### config.mk
export PLATFORM = sky130hd
export DESIGN_NAME = permutation_keyed_xor_cipher_flat
export DESIGN_NICKNAME = d
export VERILOG_FILES = /design/src/design/pkxc_pkg.sv /design/src/design/pkxc_in_if.sv /design/src/design/pkxc_out_if.sv /design/src/design/permutation_keyed_xor_cipher.sv /design/src/design/pkxc_ram.sv /design/src/flat_wrapper.sv
export SDC_FILE = /design/constraint.sdc
export NUM_CORES = 1
export LEC_CHECK = 0
export ABC_AREA = 1
export BUFFER_PORTS_ARGS = -buffer_cell sky130_fd_sc_hd__buf_4
export CORE_MARGIN = 2
export CORE_UTILIZATION = 35
export DETAILED_ROUTE_END_ITERATION = 12
export PLACE_DENSITY = 0.52
export SLEW_MARGIN = 20
export SYNTH_ARGS = -nofsm -noshare
export SYNTH_HDL_FRONTEND = slang
export SYNTH_HIERARCHICAL = 1
export SYNTH_SLANG_ARGS = --single-unit
### constraint.sdc
create_clock -name clk -period 3.6 [get_ports clk]
set_input_delay 0.36 -clock clk [delete_from_list [all_inputs] [get_ports clk]]
set_output_delay 0.36 -clock clk [all_outputs]
set_load 0.03 [all_outputs]
### src/design/pkxc_pkg.sv
// Package: widths, reset key and defaults of the keyed xor cipher.
package pkxc_pkg;
	localparam int BYTE_W      = 8;
	localparam int KEY_W       = 56;
	localparam int MAX_KEY_LEN = 8;
	localparam int SEL_W       = 3;
	localparam int KEY_LEN_DEF = 7;
	localparam logic [KEY_W-1:0] KEY_RESET = 56'h1328F9874798A8;
endpackage

### src/design/pkxc_in_if.sv
// Input channel interface: data byte and end-of-message marker.
interface pkxc_in_if;
	import pkxc_pkg::*;
	logic              valid;
	logic              ready;
	logic [BYTE_W-1:0] data_byte;
	logic              last_byte;

	modport source (output valid, output data_byte, output last_byte, input ready);
	modport sink   (input valid, input data_byte, input last_byte, output ready);
endinterface

### src/design/pkxc_out_if.sv
// Output channel interface: transformed byte and end-of-message marker.
interface pkxc_out_if;
	import pkxc_pkg::*;
	logic              valid;
	logic              ready;
	logic [BYTE_W-1:0] out_byte;
	logic              out_last;

	modport source (output valid, output out_byte, output out_last, input ready);
	modport sink   (input valid, input out_byte, input out_last, output ready);
endinterface

### src/design/permutation_keyed_xor_cipher.sv
// Inside a block an accepted byte is looked up in the key RAM, then waits for the output register.
// At a block start the next permutation runs first: the pivot search compares, the pivot
// swap, the reversal swaps and one closing check; a message start adds the key load.
// One item at a time: a new byte is accepted only while the sequencer is idle.
// Reset (arst_n low, asynchronous): key register to its default, new message pending,
// block position zero, output empty; the working key RAM is loaded on the next message.
module permutation_keyed_xor_cipher #(
	parameter int KEY_LEN = pkxc_pkg::KEY_LEN_DEF
) (
	input  logic                       clk,
	input  logic                       arst_n,
	input  logic                       cfg_we,
	input  logic [pkxc_pkg::KEY_W-1:0] cfg_wdata,
	pkxc_in_if.sink                    byte_in,
	pkxc_out_if.source                 byte_out
);
	import pkxc_pkg::*;

	localparam int IDX_W = $clog2(KEY_LEN);
	localparam logic [IDX_W-1:0] LAST_IDX = IDX_W'(KEY_LEN - 1);
	localparam logic [IDX_W-1:0] PIV_START = IDX_W'(KEY_LEN - 2);

	typedef enum logic [3:0] {
		ST_IDLE, ST_LOAD, ST_FIND_RD, ST_FIND_CMP, ST_J_RD, ST_J_CMP,
		ST_SW_RD, ST_SW_W1, ST_SW_W2, ST_REV, ST_LOOK, ST_OUT
	} state_t;

	state_t             state_q;
	logic [KEY_W-1:0]   cipher_key_q;
	logic [BYTE_W-1:0]  data_q;
	logic               last_q;
	logic               fresh_q;
	logic [IDX_W-1:0]   pos_q;
	logic [IDX_W-1:0]   cnt_q;    // load index, pivot search index
	logic [IDX_W-1:0]   pivot_q;
	logic [IDX_W-1:0]   j_q;
	logic [IDX_W-1:0]   lo_q;
	logic [IDX_W-1:0]   hi_q;
	logic [IDX_W-1:0]   sa_q;
	logic [IDX_W-1:0]   sb_q;
	logic [BYTE_W-1:0]  tmp_q;
	logic               ov_q;
	logic [BYTE_W-1:0]  out_byte_q;
	logic               out_last_q;

	// RAM ports
	logic               ram_we;
	logic [IDX_W-1:0]   ram_waddr;
	logic [BYTE_W-1:0]  ram_wdata;
	logic [IDX_W-1:0]   ram_ra;
	logic [IDX_W-1:0]   ram_rb;
	logic [BYTE_W-1:0]  rd_a;
	logic [BYTE_W-1:0]  rd_b;

	// key byte selection for the load sweep
	logic [MAX_KEY_LEN*BYTE_W-1:0] key_ext;
	logic [SEL_W-1:0]              key_sel;
	logic [BYTE_W-1:0]             load_byte;

	// shared compare unit
	logic cmp_lt;
	logic cmp_le;
	logic out_free;

	// Key byte k sits at byte offset KEY_LEN-1-k; bytes past the register read as zero.
	assign key_ext   = {(MAX_KEY_LEN*BYTE_W-KEY_W)'(0), cipher_key_q};
	assign key_sel   = SEL_W'(KEY_LEN - 1) - SEL_W'(cnt_q);
	assign load_byte = key_ext[key_sel*BYTE_W +: BYTE_W];

	assign cmp_lt = rd_a < rd_b;
	assign cmp_le = rd_a <= rd_b;

	// The output register takes a new result when empty or being drained.
	assign out_free = !ov_q || byte_out.ready;

	assign byte_in.ready     = (state_q == ST_IDLE);
	assign byte_out.valid    = ov_q;
	assign byte_out.out_byte = out_byte_q;
	assign byte_out.out_last = out_last_q;

	// Read addresses follow the sequencer step; the lookup address holds while the
	// result waits for the output register, so the read data stays put.
	always_comb begin
		ram_ra = pos_q;
		ram_rb = sb_q;
		case (state_q)
			ST_FIND_RD: begin
				ram_ra = cnt_q;
				ram_rb = cnt_q + IDX_W'(1);
			end
			ST_J_RD: begin
				ram_ra = j_q;
				ram_rb = pivot_q;
			end
			ST_SW_RD: begin
				ram_ra = sa_q;
				ram_rb = sb_q;
			end
			default: begin
				ram_ra = pos_q;
				ram_rb = sb_q;
			end
		endcase
	end

	always_comb begin
		ram_we    = 1'b0;
		ram_waddr = sa_q;
		ram_wdata = rd_b;
		case (state_q)
			ST_LOAD: begin
				ram_we    = 1'b1;
				ram_waddr = cnt_q;
				ram_wdata = load_byte;
			end
			ST_SW_W1: begin
				ram_we    = 1'b1;
				ram_waddr = sa_q;
				ram_wdata = rd_b;
			end
			ST_SW_W2: begin
				ram_we    = 1'b1;
				ram_waddr = sb_q;
				ram_wdata = tmp_q;
			end
			default: begin
				ram_we    = 1'b0;
				ram_waddr = sa_q;
				ram_wdata = rd_b;
			end
		endcase
	end

	pkxc_ram #(
		.WIDTH (BYTE_W),
		.DEPTH (KEY_LEN)
	) u_key_ram (
		.clk     (clk),
		.we      (ram_we),
		.waddr   (ram_waddr),
		.wdata   (ram_wdata),
		.raddr_a (ram_ra),
		.raddr_b (ram_rb),
		.rdata_a (rd_a),
		.rdata_b (rd_b)
	);

	// Configuration register: a new key takes effect at the next message start.
	always_ff @(posedge clk or negedge arst_n) begin
		if (!arst_n) begin
			cipher_key_q <= KEY_RESET;
		end else if (cfg_we) begin
			cipher_key_q <= cfg_wdata;
		end
	end

	// Sequencer: load, pivot search, successor search, swaps, reversal, lookup.
	always_ff @(posedge clk or negedge arst_n) begin
		if (!arst_n) begin
			state_q    <= ST_IDLE;
			fresh_q    <= 1'b1;
			pos_q      <= '0;
			ov_q       <= 1'b0;
			cnt_q      <= '0;
			pivot_q    <= '0;
			j_q        <= '0;
			lo_q       <= '0;
			hi_q       <= '0;
			sa_q       <= '0;
			sb_q       <= '0;
			tmp_q      <= '0;
			data_q     <= '0;
			last_q     <= 1'b0;
			out_byte_q <= '0;
			out_last_q <= 1'b0;
		end else begin
			// drop the held result once the sink takes it; ST_OUT reloads it itself
			if (ov_q && byte_out.ready && state_q != ST_OUT) begin
				ov_q <= 1'b0;
			end
			case (state_q)
				ST_IDLE: begin
					if (byte_in.valid) begin
						data_q <= byte_in.data_byte;
						last_q <= byte_in.last_byte;
						if (fresh_q) begin
							cnt_q   <= '0;
							state_q <= ST_LOAD;
						end else if (pos_q == '0) begin
							cnt_q   <= PIV_START;
							state_q <= ST_FIND_RD;
						end else begin
							state_q <= ST_LOOK;
						end
					end
				end
				ST_LOAD: begin
					if (cnt_q == LAST_IDX) begin
						fresh_q <= 1'b0;
						pos_q   <= '0;
						cnt_q   <= PIV_START;
						state_q <= ST_FIND_RD;
					end else begin
						cnt_q <= cnt_q + IDX_W'(1);
					end
				end
				ST_FIND_RD: begin
					state_q <= ST_FIND_CMP;
				end
				ST_FIND_CMP: begin
					if (cmp_lt) begin
						pivot_q <= cnt_q;
						j_q     <= LAST_IDX;
						state_q <= ST_J_RD;
					end else if (cnt_q == '0) begin
						// last permutation: reverse the whole key
						lo_q    <= '0;
						hi_q    <= LAST_IDX;
						state_q <= ST_REV;
					end else begin
						cnt_q   <= cnt_q - IDX_W'(1);
						state_q <= ST_FIND_RD;
					end
				end
				ST_J_RD: begin
					state_q <= ST_J_CMP;
				end
				ST_J_CMP: begin
					if ((j_q == pivot_q + IDX_W'(1)) || !cmp_le) begin
						sa_q    <= pivot_q;
						sb_q    <= j_q;
						lo_q    <= pivot_q + IDX_W'(1);
						hi_q    <= LAST_IDX;
						state_q <= ST_SW_RD;
					end else begin
						j_q     <= j_q - IDX_W'(1);
						state_q <= ST_J_RD;
					end
				end
				ST_SW_RD: begin
					state_q <= ST_SW_W1;
				end
				ST_SW_W1: begin
					tmp_q   <= rd_a;
					state_q <= ST_SW_W2;
				end
				ST_SW_W2: begin
					state_q <= ST_REV;
				end
				ST_REV: begin
					if (lo_q < hi_q) begin
						sa_q    <= lo_q;
						sb_q    <= hi_q;
						lo_q    <= lo_q + IDX_W'(1);
						hi_q    <= hi_q - IDX_W'(1);
						state_q <= ST_SW_RD;
					end else begin
						state_q <= ST_LOOK;
					end
				end
				ST_LOOK: begin
					state_q <= ST_OUT;
				end
				ST_OUT: begin
					// hold until the output register is free
					if (out_free) begin
						ov_q       <= 1'b1;
						out_byte_q <= data_q ^ rd_a;
						out_last_q <= last_q;
						if (last_q) begin
							pos_q   <= '0;
							fresh_q <= 1'b1;
						end else if (pos_q == LAST_IDX) begin
							pos_q <= '0;
						end else begin
							pos_q <= pos_q + IDX_W'(1);
						end
						state_q <= ST_IDLE;
					end else if (ov_q && byte_out.ready) begin
						ov_q <= 1'b0;
					end
				end
				default: begin
					state_q <= ST_IDLE;
				end
			endcase
		end
	end
endmodule

### src/design/pkxc_ram.sv
// Generic RAM: one write port, two registered read ports.
module pkxc_ram #(
	parameter int WIDTH = 8,
	parameter int DEPTH = 8
) (
	input  logic                     clk,
	input  logic                     we,
	input  logic [$clog2(DEPTH)-1:0] waddr,
	input  logic [WIDTH-1:0]         wdata,
	input  logic [$clog2(DEPTH)-1:0] raddr_a,
	input  logic [$clog2(DEPTH)-1:0] raddr_b,
	output logic [WIDTH-1:0]         rdata_a,
	output logic [WIDTH-1:0]         rdata_b
);
	logic [WIDTH-1:0] mem_q [DEPTH];

	always_ff @(posedge clk) begin
		if (we) begin
			mem_q[waddr] <= wdata;
		end
		rdata_a <= mem_q[raddr_a];
		rdata_b <= mem_q[raddr_b];
	end
endmodule

### src/flat_wrapper.sv
// flat-port wrapper written by rule: the top's interface ports become plain ports
module permutation_keyed_xor_cipher_flat import pkxc_pkg::*;
#(
	parameter int KEY_LEN = pkxc_pkg::KEY_LEN_DEF
)
  (clk, arst_n, cfg_we, cfg_wdata, byte_in_valid, byte_in_data_byte, byte_in_last_byte, byte_in_ready, byte_out_valid, byte_out_out_byte, byte_out_out_last, byte_out_ready);
  pkxc_in_if byte_in_i ();
  pkxc_out_if byte_out_i ();
  input  logic clk;
  input  logic arst_n;
  input  logic cfg_we;
  input  logic [pkxc_pkg::KEY_W-1:0] cfg_wdata;
  input wire logic [$bits(byte_in_i.valid)-1:0] byte_in_valid;
  input wire logic [$bits(byte_in_i.data_byte)-1:0] byte_in_data_byte;
  input wire logic [$bits(byte_in_i.last_byte)-1:0] byte_in_last_byte;
  output wire logic [$bits(byte_in_i.ready)-1:0] byte_in_ready;
  output wire logic [$bits(byte_out_i.valid)-1:0] byte_out_valid;
  output wire logic [$bits(byte_out_i.out_byte)-1:0] byte_out_out_byte;
  output wire logic [$bits(byte_out_i.out_last)-1:0] byte_out_out_last;
  input wire logic [$bits(byte_out_i.ready)-1:0] byte_out_ready;
  assign byte_in_i.valid = byte_in_valid;
  assign byte_in_i.data_byte = byte_in_data_byte;
  assign byte_in_i.last_byte = byte_in_last_byte;
  assign byte_in_ready = byte_in_i.ready;
  assign byte_out_valid = byte_out_i.valid;
  assign byte_out_out_byte = byte_out_i.out_byte;
  assign byte_out_out_last = byte_out_i.out_last;
  assign byte_out_i.ready = byte_out_ready;
  permutation_keyed_xor_cipher #(.KEY_LEN(KEY_LEN)) u_core (.clk(clk), .arst_n(arst_n), .cfg_we(cfg_we), .cfg_wdata(cfg_wdata), .byte_in(byte_in_i), .byte_out(byte_out_i));
endmodule
---- Word level (Yosys, flattened, before mapping) ----
Memories as Yosys holds them, arrays and structs flattened. A register that Yosys moved wholly into a read port is not among the register bits.
Index checks and enable logic that the tools add are counted.
cells by class
  add/sub/neg operators ................... 8
  order comparisons ....................... 3
  equal/unequal tests ..................... 27
  shift operators ......................... 1
  multiplexer cells ....................... 56
  bitwise logic cells ..................... 1
  reductions and logical operators ........ 25
operators by type and width
  operator             count
  $mux 3               24
  $shiftx 64x7->8      1
  $pmux 4 s12          1
  $pmux 3 s2           6
  $pmux 3 s3           4
  $mux 4               8
  $eq 4x3->1 const B   4
  $eq 4x4->1 const B   4
  $pmux 8 s2           1
  $ne 2x1->1 const B   7
  $add 3x1->3 const B  4
  $reduce_and 3->1     4
  $mux 1               10
  $reduce_and 5->1     2
  $sub 3x1->3 const B  3
  $eq 4x2->1 const B   2
  $le 8x8->1           1
  $lt 8x8->1           1
  $ne 2x2->1 const B   4
  $xor 8x8->8          1
  $eq 3x3->1 const B   2
  $logic_not 3->1      2
  $reduce_and 2->1     3
  $reduce_bool 2->1    3
  15 further kinds     19
word-level totals
  flip-flop bits (word level) ............. 112
  memory bits (writable) .................. 56
  output and inout port bits .............. 11
  logic and storage cells ................. 139
  memories kept ........................... 1
memories
  memory                  words  width  read ports  clocked after Yosys merged registers in  wr ports  RTL line        RTL
  u_core.u_key_ram.mem_q  7      8      2           2                                        1         pkxc_ram.sv:15  logic [WIDTH-1:0] mem_q [DEPTH];

---- Longest topological paths before layout ----
  depth in word-level cells ............... 6
  depth in mapped cells ................... 15

---- Cells and area by module ----
The synthesis kept the hierarchy.
by module, submodules not included
  module                        instances  cells each  area each (um^2)  sequential area each (um^2)
  permutation_keyed_xor_cipher  1          704         6009.5            2835.2
  pkxc_ram                      1          375         3319.4            2001.9

---- Worst setup path after synthesis ----
No wires, ideal clock.
  path type ............................... register -> register
  from .................................... register u_core.cnt_q[0]
  to ...................................... register u_core.u_key_ram.rdata_b[0] (read register of u_core.u_key_ram.mem_q)
  arrival time ............................ 2.324 ns
  data required time ...................... 3.487 ns
  slack ................................... 1.163 ns
  cell stages (with the launch flop) ...... 14
  path buffers ............................ 5
  period minus slack after synthesis ...... 2.437 ns
  cells stage by stage .................... dfrtp_1 buf_2 inv_1 clkbuf_1 ha_1 clkinv_1 clkbuf_1 o221ai_1 buf_6 inv_4 buf_4 nand3_1 nand3_1 nand2_1
between the ends
  longest elaborated chain between the ends .. 2
ends and longest elaborated chain
  item                      RTL line                             RTL
  start: declaration        permutation_keyed_xor_cipher.sv:34   logic [IDX_W-1:0] cnt_q;
  start signal: assignment  permutation_keyed_xor_cipher.sv:204  cnt_q <= cnt_q + IDX_W'(1);
  start signal: assignment  permutation_keyed_xor_cipher.sv:221  cnt_q <= cnt_q - IDX_W'(1);
  $add 3x1->3               permutation_keyed_xor_cipher.sv:89   ram_rb = cnt_q + IDX_W'(1);
  $pmux 3 s2                permutation_keyed_xor_cipher.sv:86   case (state_q)
  via u_core.ram_rb[1]      permutation_keyed_xor_cipher.sv:51   logic [IDX_W-1:0] ram_rb;
  end: declaration          pkxc_ram.sv:13                       output logic [WIDTH-1:0] rdata_b
The timed path passes the listed nets, and every way through them passes these cells.
A chain may end at the register's enable or synchronous reset.

---- Worst setup path in the final report ----
  from .................................... register u_core.state_q[3]
  to ...................................... memory u_core.u_key_ram.mem_q[2][5] (enable)
between the ends
  elaborated cells on any way between the ends .. 8
  those cells by class .................... eq/ne (3); mux (4); reduce/logical (1)
RTL lines
  item                                      RTL line                             RTL
  start: declaration                        permutation_keyed_xor_cipher.sv:28   state_t state_q;
  start signal: assignment                  permutation_keyed_xor_cipher.sv:160  state_q <= ST_IDLE;
  start signal: assignment                  permutation_keyed_xor_cipher.sv:188  state_q <= ST_LOAD;
  start signal: assignment                  permutation_keyed_xor_cipher.sv:191  state_q <= ST_FIND_RD;
  $eq 4x4->1 or $eq 4x1->1 (tied branches)  permutation_keyed_xor_cipher.sv:110  case (state_q)
  $pmux 3 s2 *                              permutation_keyed_xor_cipher.sv:110
  via u_core.ram_waddr[2]                   permutation_keyed_xor_cipher.sv:48   logic [IDX_W-1:0] ram_waddr;
  end: declaration                          pkxc_ram.sv:15
The timed path passes the listed nets; every way through them passes the cells marked *.

==> impl_metrics.yaml <==
die:
  coreArea_mm2: 0.0261
  fp-row-count: 59
  die_h_um: 167
  die_w_um: 167
  pin_count: 81
  initial_core_util_pct: 35.7
  design.die.area_mm2: 0.0280
cells_and_area:
  drive_above_1_share_pct: 19.5
  layout.nets: 1241
  n_fill_cell: 2699
  final_common_cell: "nand2_1"
  multi_input_area_mm2: 0.00372
  syn2layout_area_growth_pct: 15.9
  n_antenna_cell: 0
  regArea_mm2: 0.00484
  fin_util_pct: 41.4
  layout_common_cells: "338 x nand2_1, 120 x inv_1, 95 x buf_4"
yosys:
  syn_area_mm2: 0.00933
  synth.net_count: 1168
  yosysSeqAreaShare_pct: 51.9
  synth_seq_cells: 184
  avgSynthCellArea_um2: 8.65
  yosys.area.top_type: "dfrtp_1"
  ys_types: 39
  netlist_instances: 1079
  yosys_warnings: 6
  synth_top_area_share_pct: 23.1
  synth.top_cells.by_area: "dfrtp_1 23%, edfxtp_1 18%, nand2_1 14%"
placement:
  place_congestion: 0.859
  hpwlAfterDp_um: 19400
  port_buffers: 80
critical_path:
  crit_path_end_kind: "flip-flop"
  timing.rr.start: "u_core/state_q[3]"
  cp.arrival_ns: 3.10
  path_class: "reg2reg"
  reg2reg_slack_ns: 0.55
  crit_required_ns: 3.65
  critPathLaunchType: "flip-flop"
  r2r_end: "u_core/u_key_ram/mem_q[2][5]"
  reg2regPathDepth: 11
  cp_max_fo: 12
global_routing:
  grt_use_total_pct: 19.2
  grt_overflow_total: 0
  antenna_found_initial: 0
  grt_first_pass_wirelength_um: 41700
  grt_max_degree: 88
  first_global_vias: 7420
cts:
  cts.path.max_buffers: 2
  numCtsBuffers: 17
  ctsResizeCount: 0
  clk_latency_ns: 0.44
  cts_setup_buffers: 0
  hold_buffers: 1
  clk_pin_slew_ns: 0.08
  cts_tree: "yes"
  ctsRootBufferMaster: "clkbuf_16"
  cts_num_sinks: 184
  cts-htree-levels: 4
route:
  drt_first_iter_violations: 613
  met1_length_um: 12300
  wl_um: 26100
  via_per_inst: 4.97
  wl_met2_um: 11800
  drcViolationCount: 1
  wire_per_inst_um: 17.4
  vias: 7458
  first_pass_iters: 8
  wl_met3_um: 1350
  highest_layer: "met4"
  ant_nets: 0
hold_path:
  worst_hold_path.endpoint: "u_core/cipher_key_q[51]"
  min_path_cells: 3
  worstHoldPathType: "in2reg"
  min_from: "cfg_wdata[51]"
timing:
  period_minus_slack_ns: 3.05
  clock.fmax_ghz: 0.328
  setup_tns_ns: 0
  final-setup-viol-count: 0
  grt_setup_unrepaired: "false"
  period_share_pct: 84.7
  tightest_slew_ns: 0.892
  relSlewSlack_pct: 40.3
  hold_violations: 0
  skew_ns: 0.0190
  slew_viol_final: 0
outcome:
  violations: "DRC"
  outcome: "finished with violations"
power:
  power_uw: 9550
  total_leakage_power_uw: 0.00511
  ir_worst_vdd_v: 0.000332
  power.density_mw_per_mm2: 883
job:
  cap_violations: 0
[per-layer routing]
metal	GRT usage, %	vias to the layer above
li1	-	3650
met1	27.2	3548
met2	30.1	225
met3	2.91	35
met4	6.73	0
met5	0	-
[synthesized netlist by cell type, drive strengths merged]
cell    number
nand4        5
a21o         1
a21oi       40
dfrtp       86
o221ai       7
buf         21
nor2        44
edfxtp      56
clkbuf      21
inv        136
nand3       91
dfstp       26
o21ai       85
dfxtp       16
o211ai      13
or2          1
a22o         1
o22ai        3
a22oi        3
xnor2        6
ha          19
nor3         2
clkinv       2
a211oi       1
nand2      342
xor2        10
mux2        41
[per-stage QoR]
step | hold WS, ns | setup WS (ns) | instance area [µm²] | std cells
6_report | 0.125 | 0.552 | 10800 | 1500
3_3_place_gp | 0.428 | 0.590 | 10200 | 1467
3_5_place_dp | 0.425 | 0.613 | 10200 | 1467
2_1_floorplan | 0.0644 | 1.16 | 9330 | 1079
4_1_cts | 0.110 | 0.584 | 10800 | 1500
5_1_grt | 0.127 | 0.387 | 10800 | 1500
[layout make-up]
type | count | area share [%]
Clock buffer | 17 | 3.94
Clock inverter | 15 | 1.44
Inverter | 138 | 4.88
Multi-Input combinational cell | 715 | 34.4
Sequential cell | 184 | 44.7
Tap cell | 335 | 3.88
Timing Repair Buffer | 96 | 6.69
[how the worst max path moves through the flow]
stage,from,to,slack [ns],cells past startpoint
3_3_place_gp,u_core/state_q[3],u_core/u_key_ram/mem_q[2][5],0.59,11
2_1_floorplan,u_core/cnt_q[0],u_core/u_key_ram/rdata_b[0],1.16,13
5_1_grt,u_core/state_q[3],u_core/u_key_ram/mem_q[2][4],0.39,11
3_5_place_dp,u_core/state_q[3],u_core/u_key_ram/mem_q[2][5],0.61,11
6_report,u_core/state_q[3],u_core/u_key_ram/mem_q[2][5],0.55,11
4_1_cts,u_core/state_q[3],u_core/u_key_ram/mem_q[2][4],0.58,11
[cells by family (layout without fill, tap and decap cells)]
group | count (synthesis) | count (layout) | synth area share (%)
buffers and inverters | 180 | 266 | 8.36
AND/OR/NAND/NOR | 485 | 485 | 21.6
flip-flops | 184 | 184 | 51.9
XOR/XNOR | 16 | 16 | 1.50
AO/OA/AOI/OAI | 154 | 154 | 9.19
adder cells (fa/ha/maj) | 19 | 19 | 2.55
multiplexers | 41 | 41 | 4.95
[flip-flops by register name (all words and copies together) (netlist names)]
| register | cells |
|---|---|
| u_core/cipher_key_q | 56 |
| u_core/u_key_ram/rdata_a | 8 |
| u_core/byte_out.valid | 1 |
| u_core/pivot_q | 3 |
| u_core/last_q | 1 |
| u_core/byte_out.out_last | 1 |
| u_core/u_key_ram/mem_q | 56 |
| u_core/sa_q | 3 |
| u_core/lo_q | 3 |
| u_core/hi_q | 3 |
| u_core/sb_q | 3 |
| u_core/j_q | 3 |
| u_core/u_key_ram/rdata_b | 8 |
| u_core/state_q | 4 |
| u_core/byte_out.out_byte | 8 |
| u_core/pos_q | 3 |
| u_core/cnt_q | 3 |
| u_core/tmp_q | 8 |
| u_core/fresh_q | 1 |
| u_core/data_q | 8 |
[power by group]
| group | internal (µW) | total, µW | switching (µW) |
|---|---|---|---|
| Combinational | 1400 | 4420 | 3010 |
| Sequential | 2900 | 3280 | 381 |
| Clock | 931 | 1850 | 918 |
[critical path, cell delays in order (launching register included)]
cell and delay (ns):
dfrtp_1 0.42, inv_2 0.06, nor2_1 0.22, inv_1 0.10, nor2_1 0.10, buf_4 0.19
nor2_2 0.09, inv_1 0.27, o221ai_1 0.26, inv_1 0.15, nand2_1 0.09, nor2_1 0.71
Power figures use the tool's default switching activity.
